--- config.mk ---
export PLATFORM = sky130hd
export DESIGN_NAME = isp_flash_command_generator
export DESIGN_NICKNAME = d
export VERILOG_FILES = /design/src/sv/isp_fcg_pkg.sv /design/src/sv/isp_fcg_regs.sv /design/src/sv/isp_fcg_plan.sv /design/src/sv/isp_fcg_out.sv /design/src/sv/isp_flash_command_generator.sv
export SDC_FILE = /design/constraint.sdc
export NUM_CORES = 1
export LEC_CHECK = 0
export ABC_AREA = 0
export BUFFER_PORTS_ARGS = -buffer_cell sky130_fd_sc_hd__buf_2
export CORE_MARGIN = 5
export CORE_UTILIZATION = 52
export DETAILED_ROUTE_END_ITERATION = 10
export PLACE_DENSITY_LB_ADDON = 0.1
export SLEW_MARGIN = 0
export SYNTH_ARGS = -nofsm -noshare
export SYNTH_HDL_FRONTEND = slang
export SYNTH_HIERARCHICAL = 1
export SYNTH_SLANG_ARGS = --single-unit
--- constraint.sdc ---
create_clock -name clk -period 4.65 [get_ports clk]
set_input_delay 0.2325 -clock clk [delete_from_list [all_inputs] [get_ports clk]]
set_output_delay 0.2325 -clock clk [all_outputs]
set_load 0.03 [all_outputs]
--- src/sv/isp_fcg_pkg.sv ---
`default_nettype none

package isp_fcg_pkg;

	localparam int PAGE_BYTES     = 128;
	localparam int FLASH_BYTES    = 16384;
	localparam int WORDS_PER_PAGE = PAGE_BYTES / 2;

	localparam int POS_W    = 15;
	localparam int LIMIT_W  = 15;
	localparam int ADDR_W   = 3;
	localparam int DATA_W   = 32;
	localparam int WADDR_W  = 16;
	localparam int MAX_CMDS = 4;
	localparam int CNT_W    = $clog2(MAX_CMDS + 1);
	localparam int IDX_W    = $clog2(MAX_CMDS);

	localparam logic [LIMIT_W-1:0] LIMIT_RESET = LIMIT_W'(16384);

	// register index taken from paddr above the byte offset
	localparam logic REG_IMAGE_LIMIT = 1'b0;

	localparam logic [7:0] OP_PGM     = 8'hac;
	localparam logic [7:0] SUB_ENABLE = 8'h53;
	localparam logic [7:0] SUB_ERASE  = 8'h80;
	localparam logic [7:0] OP_LOAD_LO = 8'h40;
	localparam logic [7:0] OP_LOAD_HI = 8'h48;
	localparam logic [7:0] OP_PAGE_WR = 8'h4c;

	typedef struct packed {
		logic [7:0] op_byte;
		logic [7:0] second_byte;
		logic [7:0] third_byte;
		logic [7:0] fourth_byte;
	} cmd_t;

	typedef struct packed {
		cmd_t cmd;
		logic run_end;
	} word_t;

endpackage

`default_nettype wire

--- src/sv/isp_fcg_regs.sv ---
`default_nettype none

module isp_fcg_regs (
	input  wire                               clk,
	input  wire                               arst_n,
	input  wire                               psel,
	input  wire                               penable,
	input  wire                               pwrite,
	input  wire  [isp_fcg_pkg::ADDR_W-1:0]    paddr,
	input  wire  [isp_fcg_pkg::DATA_W-1:0]    pwdata,
	output logic [isp_fcg_pkg::DATA_W-1:0]    prdata,
	output logic                              pready,
	output logic [isp_fcg_pkg::LIMIT_W-1:0]   image_limit
);
	import isp_fcg_pkg::*;

	logic [LIMIT_W-1:0] limit_q;
	logic               wr_en;

	assign pready = 1'b1;
	assign wr_en  = psel && penable && pwrite && pready;

	always_ff @(posedge clk or negedge arst_n) begin
		if (!arst_n) begin
			limit_q <= LIMIT_RESET;
		end else if (wr_en && paddr[ADDR_W-1] == REG_IMAGE_LIMIT) begin
			limit_q <= pwdata[LIMIT_W-1:0];
		end
	end

	always_comb begin
		prdata = '0;
		if (paddr[ADDR_W-1] == REG_IMAGE_LIMIT) begin
			prdata = DATA_W'(limit_q);
		end
	end

	assign image_limit = limit_q;

endmodule

`default_nettype wire

--- src/sv/isp_fcg_plan.sv ---
`default_nettype none

module isp_fcg_plan (
	input  wire                               clk,
	input  wire                               arst_n,
	input  wire  [isp_fcg_pkg::LIMIT_W-1:0]   image_limit,
	input  wire                               in_valid,
	output logic                              in_ready,
	input  wire  [7:0]                        data_byte,
	input  wire                               last_byte,
	output logic                              word_valid,
	input  wire                               word_ready,
	output isp_fcg_pkg::word_t                word
);
	import isp_fcg_pkg::*;

	logic [POS_W-1:0] pos_q;
	logic [POS_W-1:0] pos_next;
	logic [POS_W-1:0] eff;
	logic [POS_W-1:0] final_pos;
	logic [WADDR_W-1:0] word_in_page;
	logic             below;
	logic             boundary;
	logic             accept;
	logic             take;

	cmd_t             list [MAX_CMDS];
	logic [CNT_W-1:0] n;

	cmd_t             slots_s1 [MAX_CMDS];
	logic [CNT_W-1:0] rem_s1;
	logic [IDX_W-1:0] rd_s1;

	function automatic cmd_t page_write(input logic [POS_W-1:0] page);
		logic [WADDR_W-1:0] waddr;
		cmd_t c;
		waddr = WADDR_W'(page) * WADDR_W'(WORDS_PER_PAGE);
		c.op_byte     = OP_PAGE_WR;
		c.second_byte = waddr[15:8];
		c.third_byte  = waddr[7:0];
		c.fourth_byte = 8'h00;
		return c;
	endfunction

	always_comb begin
		eff = image_limit;
		if (image_limit == '0) begin
			eff = POS_W'(1);
		end else if (image_limit > POS_W'(FLASH_BYTES)) begin
			eff = POS_W'(FLASH_BYTES);
		end
	end

	assign below        = pos_q < eff;
	assign final_pos    = below ? pos_q : eff - POS_W'(1);
	assign boundary     = (pos_q != '0) && (pos_q % POS_W'(PAGE_BYTES) == '0);
	assign word_in_page = WADDR_W'((pos_q >> 1) % POS_W'(WORDS_PER_PAGE));

	// build the instruction list this byte causes, in emission order
	always_comb begin
		for (int i = 0; i < MAX_CMDS; i++) begin
			list[i] = '0;
		end
		n = '0;
		if (pos_q == '0) begin
			list[n[IDX_W-1:0]] = '{OP_PGM, SUB_ENABLE, 8'h00, 8'h00};
			n = n + CNT_W'(1);
			list[n[IDX_W-1:0]] = '{OP_PGM, SUB_ERASE, 8'h00, 8'h00};
			n = n + CNT_W'(1);
		end
		if (below) begin
			if (boundary) begin
				list[n[IDX_W-1:0]] = page_write(pos_q / POS_W'(PAGE_BYTES) - POS_W'(1));
				n = n + CNT_W'(1);
			end
			list[n[IDX_W-1:0]] = '{(pos_q[0] ? OP_LOAD_HI : OP_LOAD_LO),
				word_in_page[15:8], word_in_page[7:0], data_byte};
			n = n + CNT_W'(1);
		end
		if (last_byte) begin
			list[n[IDX_W-1:0]] = page_write(final_pos / POS_W'(PAGE_BYTES));
			n = n + CNT_W'(1);
		end
	end

	always_comb begin
		pos_next = below ? pos_q + POS_W'(1) : eff;
		if (last_byte) begin
			pos_next = '0;
		end
	end

	assign word_valid   = rem_s1 != '0;
	assign take         = word_valid && word_ready;
	assign word.cmd     = slots_s1[rd_s1];
	assign word.run_end = rem_s1 == CNT_W'(1);
	assign in_ready     = (rem_s1 == '0) || (rem_s1 == CNT_W'(1) && take);
	assign accept       = in_valid && in_ready;

	always_ff @(posedge clk or negedge arst_n) begin
		if (!arst_n) begin
			pos_q  <= '0;
			rem_s1 <= '0;
			rd_s1  <= '0;
		end else if (accept) begin
			pos_q  <= pos_next;
			rem_s1 <= n;
			rd_s1  <= '0;
		end else if (take) begin
			rem_s1 <= rem_s1 - CNT_W'(1);
			rd_s1  <= rd_s1 + IDX_W'(1);
		end
	end

	always_ff @(posedge clk) begin
		if (accept) begin
			for (int i = 0; i < MAX_CMDS; i++) begin
				slots_s1[i] <= list[i];
			end
		end
	end

`ifndef SYNTHESIS
	a_rem_bound: assert property (@(posedge clk) disable iff (!arst_n)
		rem_s1 <= CNT_W'(MAX_CMDS))
		else $error("instruction buffer count out of range");

	a_accept_empty: assert property (@(posedge clk) disable iff (!arst_n)
		accept |-> (rem_s1 == '0 || (rem_s1 == CNT_W'(1) && take)))
		else $error("byte taken while earlier instructions remain");

	a_last_restart: assert property (@(posedge clk) disable iff (!arst_n)
		accept && last_byte |=> pos_q == '0)
		else $error("byte position not cleared after last byte");

	a_pos_bound: assert property (@(posedge clk) disable iff (!arst_n)
		pos_q <= POS_W'(FLASH_BYTES))
		else $error("byte position beyond flash size");
`endif

endmodule

`default_nettype wire

--- src/sv/isp_fcg_out.sv ---
`default_nettype none

module isp_fcg_out (
	input  wire                  clk,
	input  wire                  arst_n,
	input  wire                  word_valid,
	output logic                 word_ready,
	input  isp_fcg_pkg::word_t   word,
	output logic                 out_valid,
	input  wire                  out_ready,
	output isp_fcg_pkg::word_t   out_word
);
	import isp_fcg_pkg::*;

	logic  valid_q;
	word_t word_q;

	assign word_ready = !valid_q || out_ready;

	always_ff @(posedge clk or negedge arst_n) begin
		if (!arst_n) begin
			valid_q <= 1'b0;
		end else if (word_ready) begin
			valid_q <= word_valid;
		end
	end

	always_ff @(posedge clk) begin
		if (word_ready && word_valid) begin
			word_q <= word;
		end
	end

	assign out_valid = valid_q;
	assign out_word  = word_q;

endmodule

`default_nettype wire

--- src/sv/isp_flash_command_generator.sv ---
// channel   direction   handshake              word
// cfg       in/out      psel/penable/pready    paddr, pwdata, prdata (image_limit)
// in        in          in_valid/in_ready      data_byte, last_byte
// out       out         out_valid/out_ready    op_byte .. fourth_byte, run_end
//
// each image byte yields zero to four instructions, sent one per cycle
// through the single output register while out is not stalled
// a new byte is taken in the cycle its predecessor's last instruction moves on
// reset: byte position 0, image_limit 16384, no instruction pending
// a stall on out holds the output word and, once the buffer drains, in_ready
`default_nettype none

module isp_flash_command_generator (
	input  wire                              clk,
	input  wire                              arst_n,
	input  wire                              psel,
	input  wire                              penable,
	input  wire                              pwrite,
	input  wire  [isp_fcg_pkg::ADDR_W-1:0]   paddr,
	input  wire  [isp_fcg_pkg::DATA_W-1:0]   pwdata,
	output logic [isp_fcg_pkg::DATA_W-1:0]   prdata,
	output logic                             pready,
	input  wire                              in_valid,
	output logic                             in_ready,
	input  wire  [7:0]                       data_byte,
	input  wire                              last_byte,
	output logic                             out_valid,
	input  wire                              out_ready,
	output logic [7:0]                       op_byte,
	output logic [7:0]                       second_byte,
	output logic [7:0]                       third_byte,
	output logic [7:0]                       fourth_byte,
	output logic                             run_end
);
	import isp_fcg_pkg::*;

	logic [LIMIT_W-1:0] image_limit;
	logic               word_valid;
	logic               word_ready;
	word_t              word;
	word_t              out_word;

	isp_fcg_regs u_regs (
		.clk         (clk),
		.arst_n      (arst_n),
		.psel        (psel),
		.penable     (penable),
		.pwrite      (pwrite),
		.paddr       (paddr),
		.pwdata      (pwdata),
		.prdata      (prdata),
		.pready      (pready),
		.image_limit (image_limit)
	);

	isp_fcg_plan u_plan (
		.clk         (clk),
		.arst_n      (arst_n),
		.image_limit (image_limit),
		.in_valid    (in_valid),
		.in_ready    (in_ready),
		.data_byte   (data_byte),
		.last_byte   (last_byte),
		.word_valid  (word_valid),
		.word_ready  (word_ready),
		.word        (word)
	);

	isp_fcg_out u_out (
		.clk        (clk),
		.arst_n     (arst_n),
		.word_valid (word_valid),
		.word_ready (word_ready),
		.word       (word),
		.out_valid  (out_valid),
		.out_ready  (out_ready),
		.out_word   (out_word)
	);

	assign op_byte     = out_word.cmd.op_byte;
	assign second_byte = out_word.cmd.second_byte;
	assign third_byte  = out_word.cmd.third_byte;
	assign fourth_byte = out_word.cmd.fourth_byte;
	assign run_end     = out_word.run_end;

endmodule

`default_nettype wire
### Word-level counts from Yosys, hierarchy flattened

Memory sizes are Yosys's and may differ from the RTL's. A register that Yosys moved wholly into a read port is not among the register bits.
Index checks and enable logic that the tools add are counted.
W data, S select, Z words.

| operators by class | value |
|---|---|
| add/sub/neg operators | 8 |
| shift-type cells | 0 |
| muxes and demuxes | 32 |
| divide/modulo/power cells | 0 |
| order comparisons | 8 |
| multiply operators | 0 |
| reductions and logical operators | 20 |
| bitwise logic cells | 4 |
| equality and inequality tests | 1 |

Operators by type and width:

| kind | number |
|---|---|
| $mux W128 | 4 |
| $bwmux W128 | 3 |
| $demux W32 S2 | 3 |
| $mux W32 | 3 |
| $mux W15 | 6 |
| $mux W64 | 1 |
| $logic_not A15 Y1 | 3 |
| $mux W3 | 6 |
| $add A15 B1 Y15 const B | 1 |
| $gt A15 B15 Y1 const B | 1 |
| $lt A15 B15 Y1 | 1 |
| $reduce_bool A15 Y1 | 1 |
| $sub A15 B1 Y15 const B | 1 |
| $logic_and A1 B1 Y1 | 10 |
| $ge A3 B3 Y1 const B | 3 |
| $lt A3 B1 Y1 const B | 3 |
| $not A2 Y3 | 3 |
| $sub A8 B1 Y9 const B | 1 |
| $add A3 B1 Y3 const B | 2 |
| $mux W2 | 3 |
| $mux W4 | 1 |
| $add A2 B1 Y3 const B | 1 |
| $eq A3 B1 Y1 const B | 1 |
| $logic_not A3 Y1 | 1 |
| 8 further kinds | 10 |

| storage, ports and cells | value |
|---|---|
| ROM bits | 0 |
| RAM bits | 128 |
| output and inout bits | 68 |
| latch bits | 0 |
| word-level logic and storage cells | 80 |
| register bits after elaboration | 37 |
| memories | 1 |
| input bits | 51 |

Memories:

| memory | depth | width | read ports | clocked after Yosys merged registers in | wr ports | RTL line | text |
|---|---|---|---|---|---|---|---|
| u_plan.slots_s1 | 4 | 32 | 1 | 1 | 4 | isp_fcg_plan.sv:30 | `cmd_t slots_s1 [MAX_CMDS];` |

### Longest topological paths before layout

| logic depth | value |
|---|---|
| depth in word-level cells | 14 |
| depth in mapped cells | 17 |
| gate-level depth less buffers | 16 |

### Modules after synthesis

Netlist, hierarchy kept.

Modules (own cells, without submodules):

| module | sequential area each (um2) | times used | area an instance (um2) | cells each |
|---|---|---|---|---|
| isp_fcg_plan | 3623.5 | 1 | 6602.6 | 544 |
| isp_fcg_out | 1016.0 | 1 | 1044.8 | 37 |
| isp_fcg_regs | 376.6 | 1 | 864.6 | 68 |

### Least setup slack after synthesis

Ideal clock, no wire load.

| path | value |
|---|---|
| kind | register to register |
| start | register u_out.valid_q, in the netlist u_out/out_valid |
| end | register u_plan.pos_q[13] |
| setup slack | -249 ps |
| cell stages (with the launch flop) | 8 |
| clock period less this slack | 4899 ps |
| library setup time | 123 ps |
| data arrival time | 4776 ps |
| data required time | 4527 ps |
| path buffers | 1 |
| cell sequence | dfrtp_1 nand2b_4 a21o_1 nand3_1 inv_1 clkbuf_1 o21ai_0 a22o_1 |

| between the ends | value |
|---|---|
| cells in the longest elaborated chain, start to end | 6 |

Ends and longest elaborated chain:

| item | RTL line | text |
|---|---|---|
| start: declaration | isp_fcg_out.sv:15 | `logic valid_q;` |
| start signal: assignment | isp_fcg_out.sv:24 | `valid_q <= word_valid;` |
| $logic_not A1 Y1 | isp_fcg_out.sv:18 | `assign word_ready = !valid_q \|\| out_ready;` |
| $logic_or A1 B1 Y1 | isp_fcg_out.sv:18 |  |
| via word_ready | isp_flash_command_generator.sv:39 | `logic word_ready;` |
| $logic_and A1 B1 Y1 | isp_fcg_plan.sv:94 | `assign take = word_valid && word_ready;` |
| $logic_and A1 B1 Y1 | isp_fcg_plan.sv:97 | `assign in_ready = (rem_s1 == '0) \|\| (rem_s1 == CNT_W'(1) && take);` |
| $logic_or A1 B1 Y1 | isp_fcg_plan.sv:97 |  |
| $logic_and A1 B1 Y1 | isp_fcg_plan.sv:98 | `assign accept = in_valid && in_ready;` |
| via u_plan.accept | isp_fcg_plan.sv:24 | `logic accept;` |
| end signal: assignment | isp_fcg_plan.sv:106 | `pos_q <= pos_next;` |
| end: declaration | isp_fcg_plan.sv:17 | `logic [POS_W-1:0] pos_q;` |

The timed path passes the listed nets, and every way through them passes these cells.
A chain may end at the register's enable or synchronous reset.

==> reports/metrics.cfg <==
[placement]
place.port_buffers=81
routabilityCongestion=0.848
dpl.hpwl_um=12100

[grt]
grt_pass1_wl_um=28900
grt.overflow.total=0
grt_pass1_vias=5587
grt_max_degree=119
grtUsageMet3=0.0417
antenna_found_initial=0
grt_usage=0.199
use_met2=0.330
busiest_layer=met2
gr-usage-met1=0.270

[synthesis]
synth_ff_type=edfxtp_1
synth-edff-count=137
synth_area_mm2=0.00851
synth_warnings=6
ys_ff_latch=173
syn_inst=649
synthArstFlopShare=0.208
synth.distinct_cells=64
synth-seq-area-share=0.589
syn_avg_cell_area_um2=13.1

[clock_tree]
cts_setup_buffers=0
numCtsBuffers=17
clk_latency_ns=0.42
clk_pin_slew_worst_paths_ns=0.06
cts_buffer_depth=2
root_buffer=clkbuf_16
cts_sinks=173
cts_tree=yes
htree_levels=4

[sta]
fin_tns_setup_ns=0
report.final.setup_viol=0
fmax_ghz=0.239
fin_hold_ws_ns=0.0343
drv_slew=0
fin_crit_sh=0.898
tightest_slew_ns=0.997
slew_headroom=0.336
rsz0062_at_grt=no
hold_viol_final=0
finalClockSkew_ns=0.00819
period_minus_slack_ns=4.18

[power]
peakVddDrop_mv=0.329
p_leak_nw=3.89
pwr_density_cell_mw_per_mm2=650

[drt]
drt-initial-drc-count=457
drc=0
firstDrtPassIters=6
drt_wl_total_um=17800
vias=5469
vias_per_cell=5.47
ant_nets=0
avgRoutedWirePerCell_um=17.8

[final_layout]
regArea_mm2=0.00502
drive_gt1_frac=0.246
n_antenna_cell=0
area_growth_pct=15.5
nets=847
fillers=1310
multi_input_area_mm2=0.00330

[run_status]
status=finished, final reports clean

[floorplan]
floorplan.die.height_um=138
ios=119
placementRows=46
core_mm2=0.0160
start_util=0.532
dieArea_mm2=0.0190
die_w_um=138

[run]
drv_cap=0

[worst_setup_path]
arrival_ns=4.47
crit_required_ns=4.94
cp_cell_sequence=nor4_1 -> buf_4 -> nand3_1 -> o41ai_2 -> buf_4 -> nand2_1 -> ha_1 -> a21oi_1 -> o21ai_0 -> nor3_1 -> buf_4 -> o21ai_4 -> nor2_1 -> nor2_1 -> ha_1 -> nand2_1 -> nand2_1 -> nor3_2 -> and2_1
slowest_delay_ns=0.50
path_class=reg -> reg
end_kind=register
crit_path_start_kind=register
critPathSlowestCell=nor3_2
path_max_fanout=8

[min_path]
hp-class=in -> reg

==> synth_stat cells, drive strengths merged (5+ instances only) <==
| library cell | instances | area [µm²] |
|---|---|---|
| ha | 25 | 313 |
| nand3 | 20 | 100 |
| or3 | 12 | 90.1 |
| and2b | 5 | 37.5 |
| nor3b | 8 | 60.1 |
| nor4 | 7 | 43.8 |
| o21ai | 17 | 85.1 |
| o31ai | 7 | 52.6 |
| and2 | 25 | 159 |
| dfrtp | 35 | 876 |
| mux2i | 14 | 140 |
| mux4 | 25 | 563 |
| a21oi | 18 | 90.1 |
| edfxtp | 137 | 4110 |
| a221o | 6 | 60.1 |
| buf | 34 | 233 |
| nor2b | 14 | 87.6 |
| nand4 | 9 | 56.3 |
| nand2 | 43 | 161 |
| nor2 | 48 | 183 |
| inv | 23 | 86.3 |
| clkbuf | 20 | 75.1 |
| mux2 | 18 | 240 |
| nor3 | 18 | 90.1 |
==> cell families after synthesis <==
group,synth area share
muxes,0.111
AOI/OAI and AO/OA,0.0663
and+or+nand+nor,0.144
DFF,0.589
buffers and inverters,0.0473
other,0.00176
xor gates and xnor gates,0.00412
adders and majority gates,0.0367
==> layout make-up <==
| cell class | count | share of cell area |
|---|---|---|
| Timing Repair Buffer | 106 | 0.0631 |
| Multi-Input combinational cell | 449 | 0.336 |
| Inverter | 24 | 0.00992 |
| Tap cell | 216 | 0.0275 |
| Clock buffer | 20 | 0.0444 |
| Sequential cell | 173 | 0.510 |
| Clock inverter | 12 | 0.00916 |
==> layout by cell type, fill, tap and decap left out, drive strengths merged, types with 4 or more instances in the layout <==
| cell | instances |
|---|---|
| xnor2 | 4 |
| inv | 27 |
| o211ai | 4 |
| nor3 | 18 |
| o31ai | 7 |
| and2 | 25 |
| clkinv | 5 |
| or3 | 12 |
| mux2 | 18 |
| mux2i | 14 |
| nor2 | 48 |
| conb | 55 |
| clkinvlp | 4 |
| and2b | 5 |
| a21oi | 18 |
| nor3b | 8 |
| clkbuf | 20 |
| nand2 | 43 |
| and3 | 4 |
| mux4 | 25 |
| nand4 | 9 |
| o21ai | 17 |
| edfxtp | 137 |
| ha | 25 |
| nand3 | 20 |
| dfrtp | 35 |
| buf | 105 |
| nor2b | 14 |
| nor4 | 7 |
| a221o | 6 |
==> critical path, delay by kind of cell, from the launching register on <==
kind / cells / cell delay (ns)
simple gates: 10 / 1.89
compound gates: 4 / 0.67
fa+ha+maj: 2 / 0.52
flops: 1 / 0.42
buf+inv: 3 / 0.54
==> routing by layer <==
layer / part of all wire / wire length [µm] / up-vias
li1: - / - / 2608
met5: 0 / 0 / -
met3: 0.057 / 1020 / 20
met4: 0.012 / 213 / 0
met2: 0.49 / 8700 / 180
met1: 0.44 / 7850 / 2661
==> final timing paths <==
check | startpoint | end | slack, ns | cells after the start
worst max-delay path | u_regs/image_limit[6] | u_plan/slots_s1[1][5] | 0.47 | 19
worst min-delay path | pwdata[8] | u_regs/image_limit[8] | 0.03 | 2
worst max register to register | u_regs/image_limit[6] | u_plan/slots_s1[1][5] | 0.47 | 19
worst min register to register | u_regs/image_limit[0] | u_regs/image_limit[0] | 0.56 | 1
max in group asynchronous | arst_n | u_plan/rd_s1[0] | 3.58 | 2
min in group asynchronous | arst_n | u_regs/image_limit[13] | 0.46 | 2
==> per-stage QoR <==
stage	power [mW]	setup WS (ns)	utilization	cell area, µm²	instances
2_1_floorplan	4.39	0.276	-	8700	700
4_1_cts	6.44	0.198	0.614	9830	1000
3_3_place_gp	5.06	0.244	0.581	9290	967
5_1_grt	6.82	0.0532	0.615	9830	1000
6_report	6.40	0.473	0.615	9830	1000
3_5_place_dp	5.16	0.144	0.581	9290	967
==> state kept, by name (all words and copies together), names as in the netlist <==
name                cells
u_plan/slots_s1       104
u_out/out_word         33
u_plan/pos_q           15
u_regs/image_limit     15
u_plan/rem_s1           3
u_plan/rd_s1            2
u_out/out_valid         1
==> timing repair <==
action,in CTS,in global routing
endpoints found under the setup margin,0,8
endpoints found under the hold margin,35,0
resized for setup,0,1
hold buffers,1,0
==> power by group <==
part	switching, mW	internal [mW]
logic	1.55	0.987
clock network	0.585	0.688
registers	0.328	2.26
No activity file was read; power rests on OpenSTA's default activity.
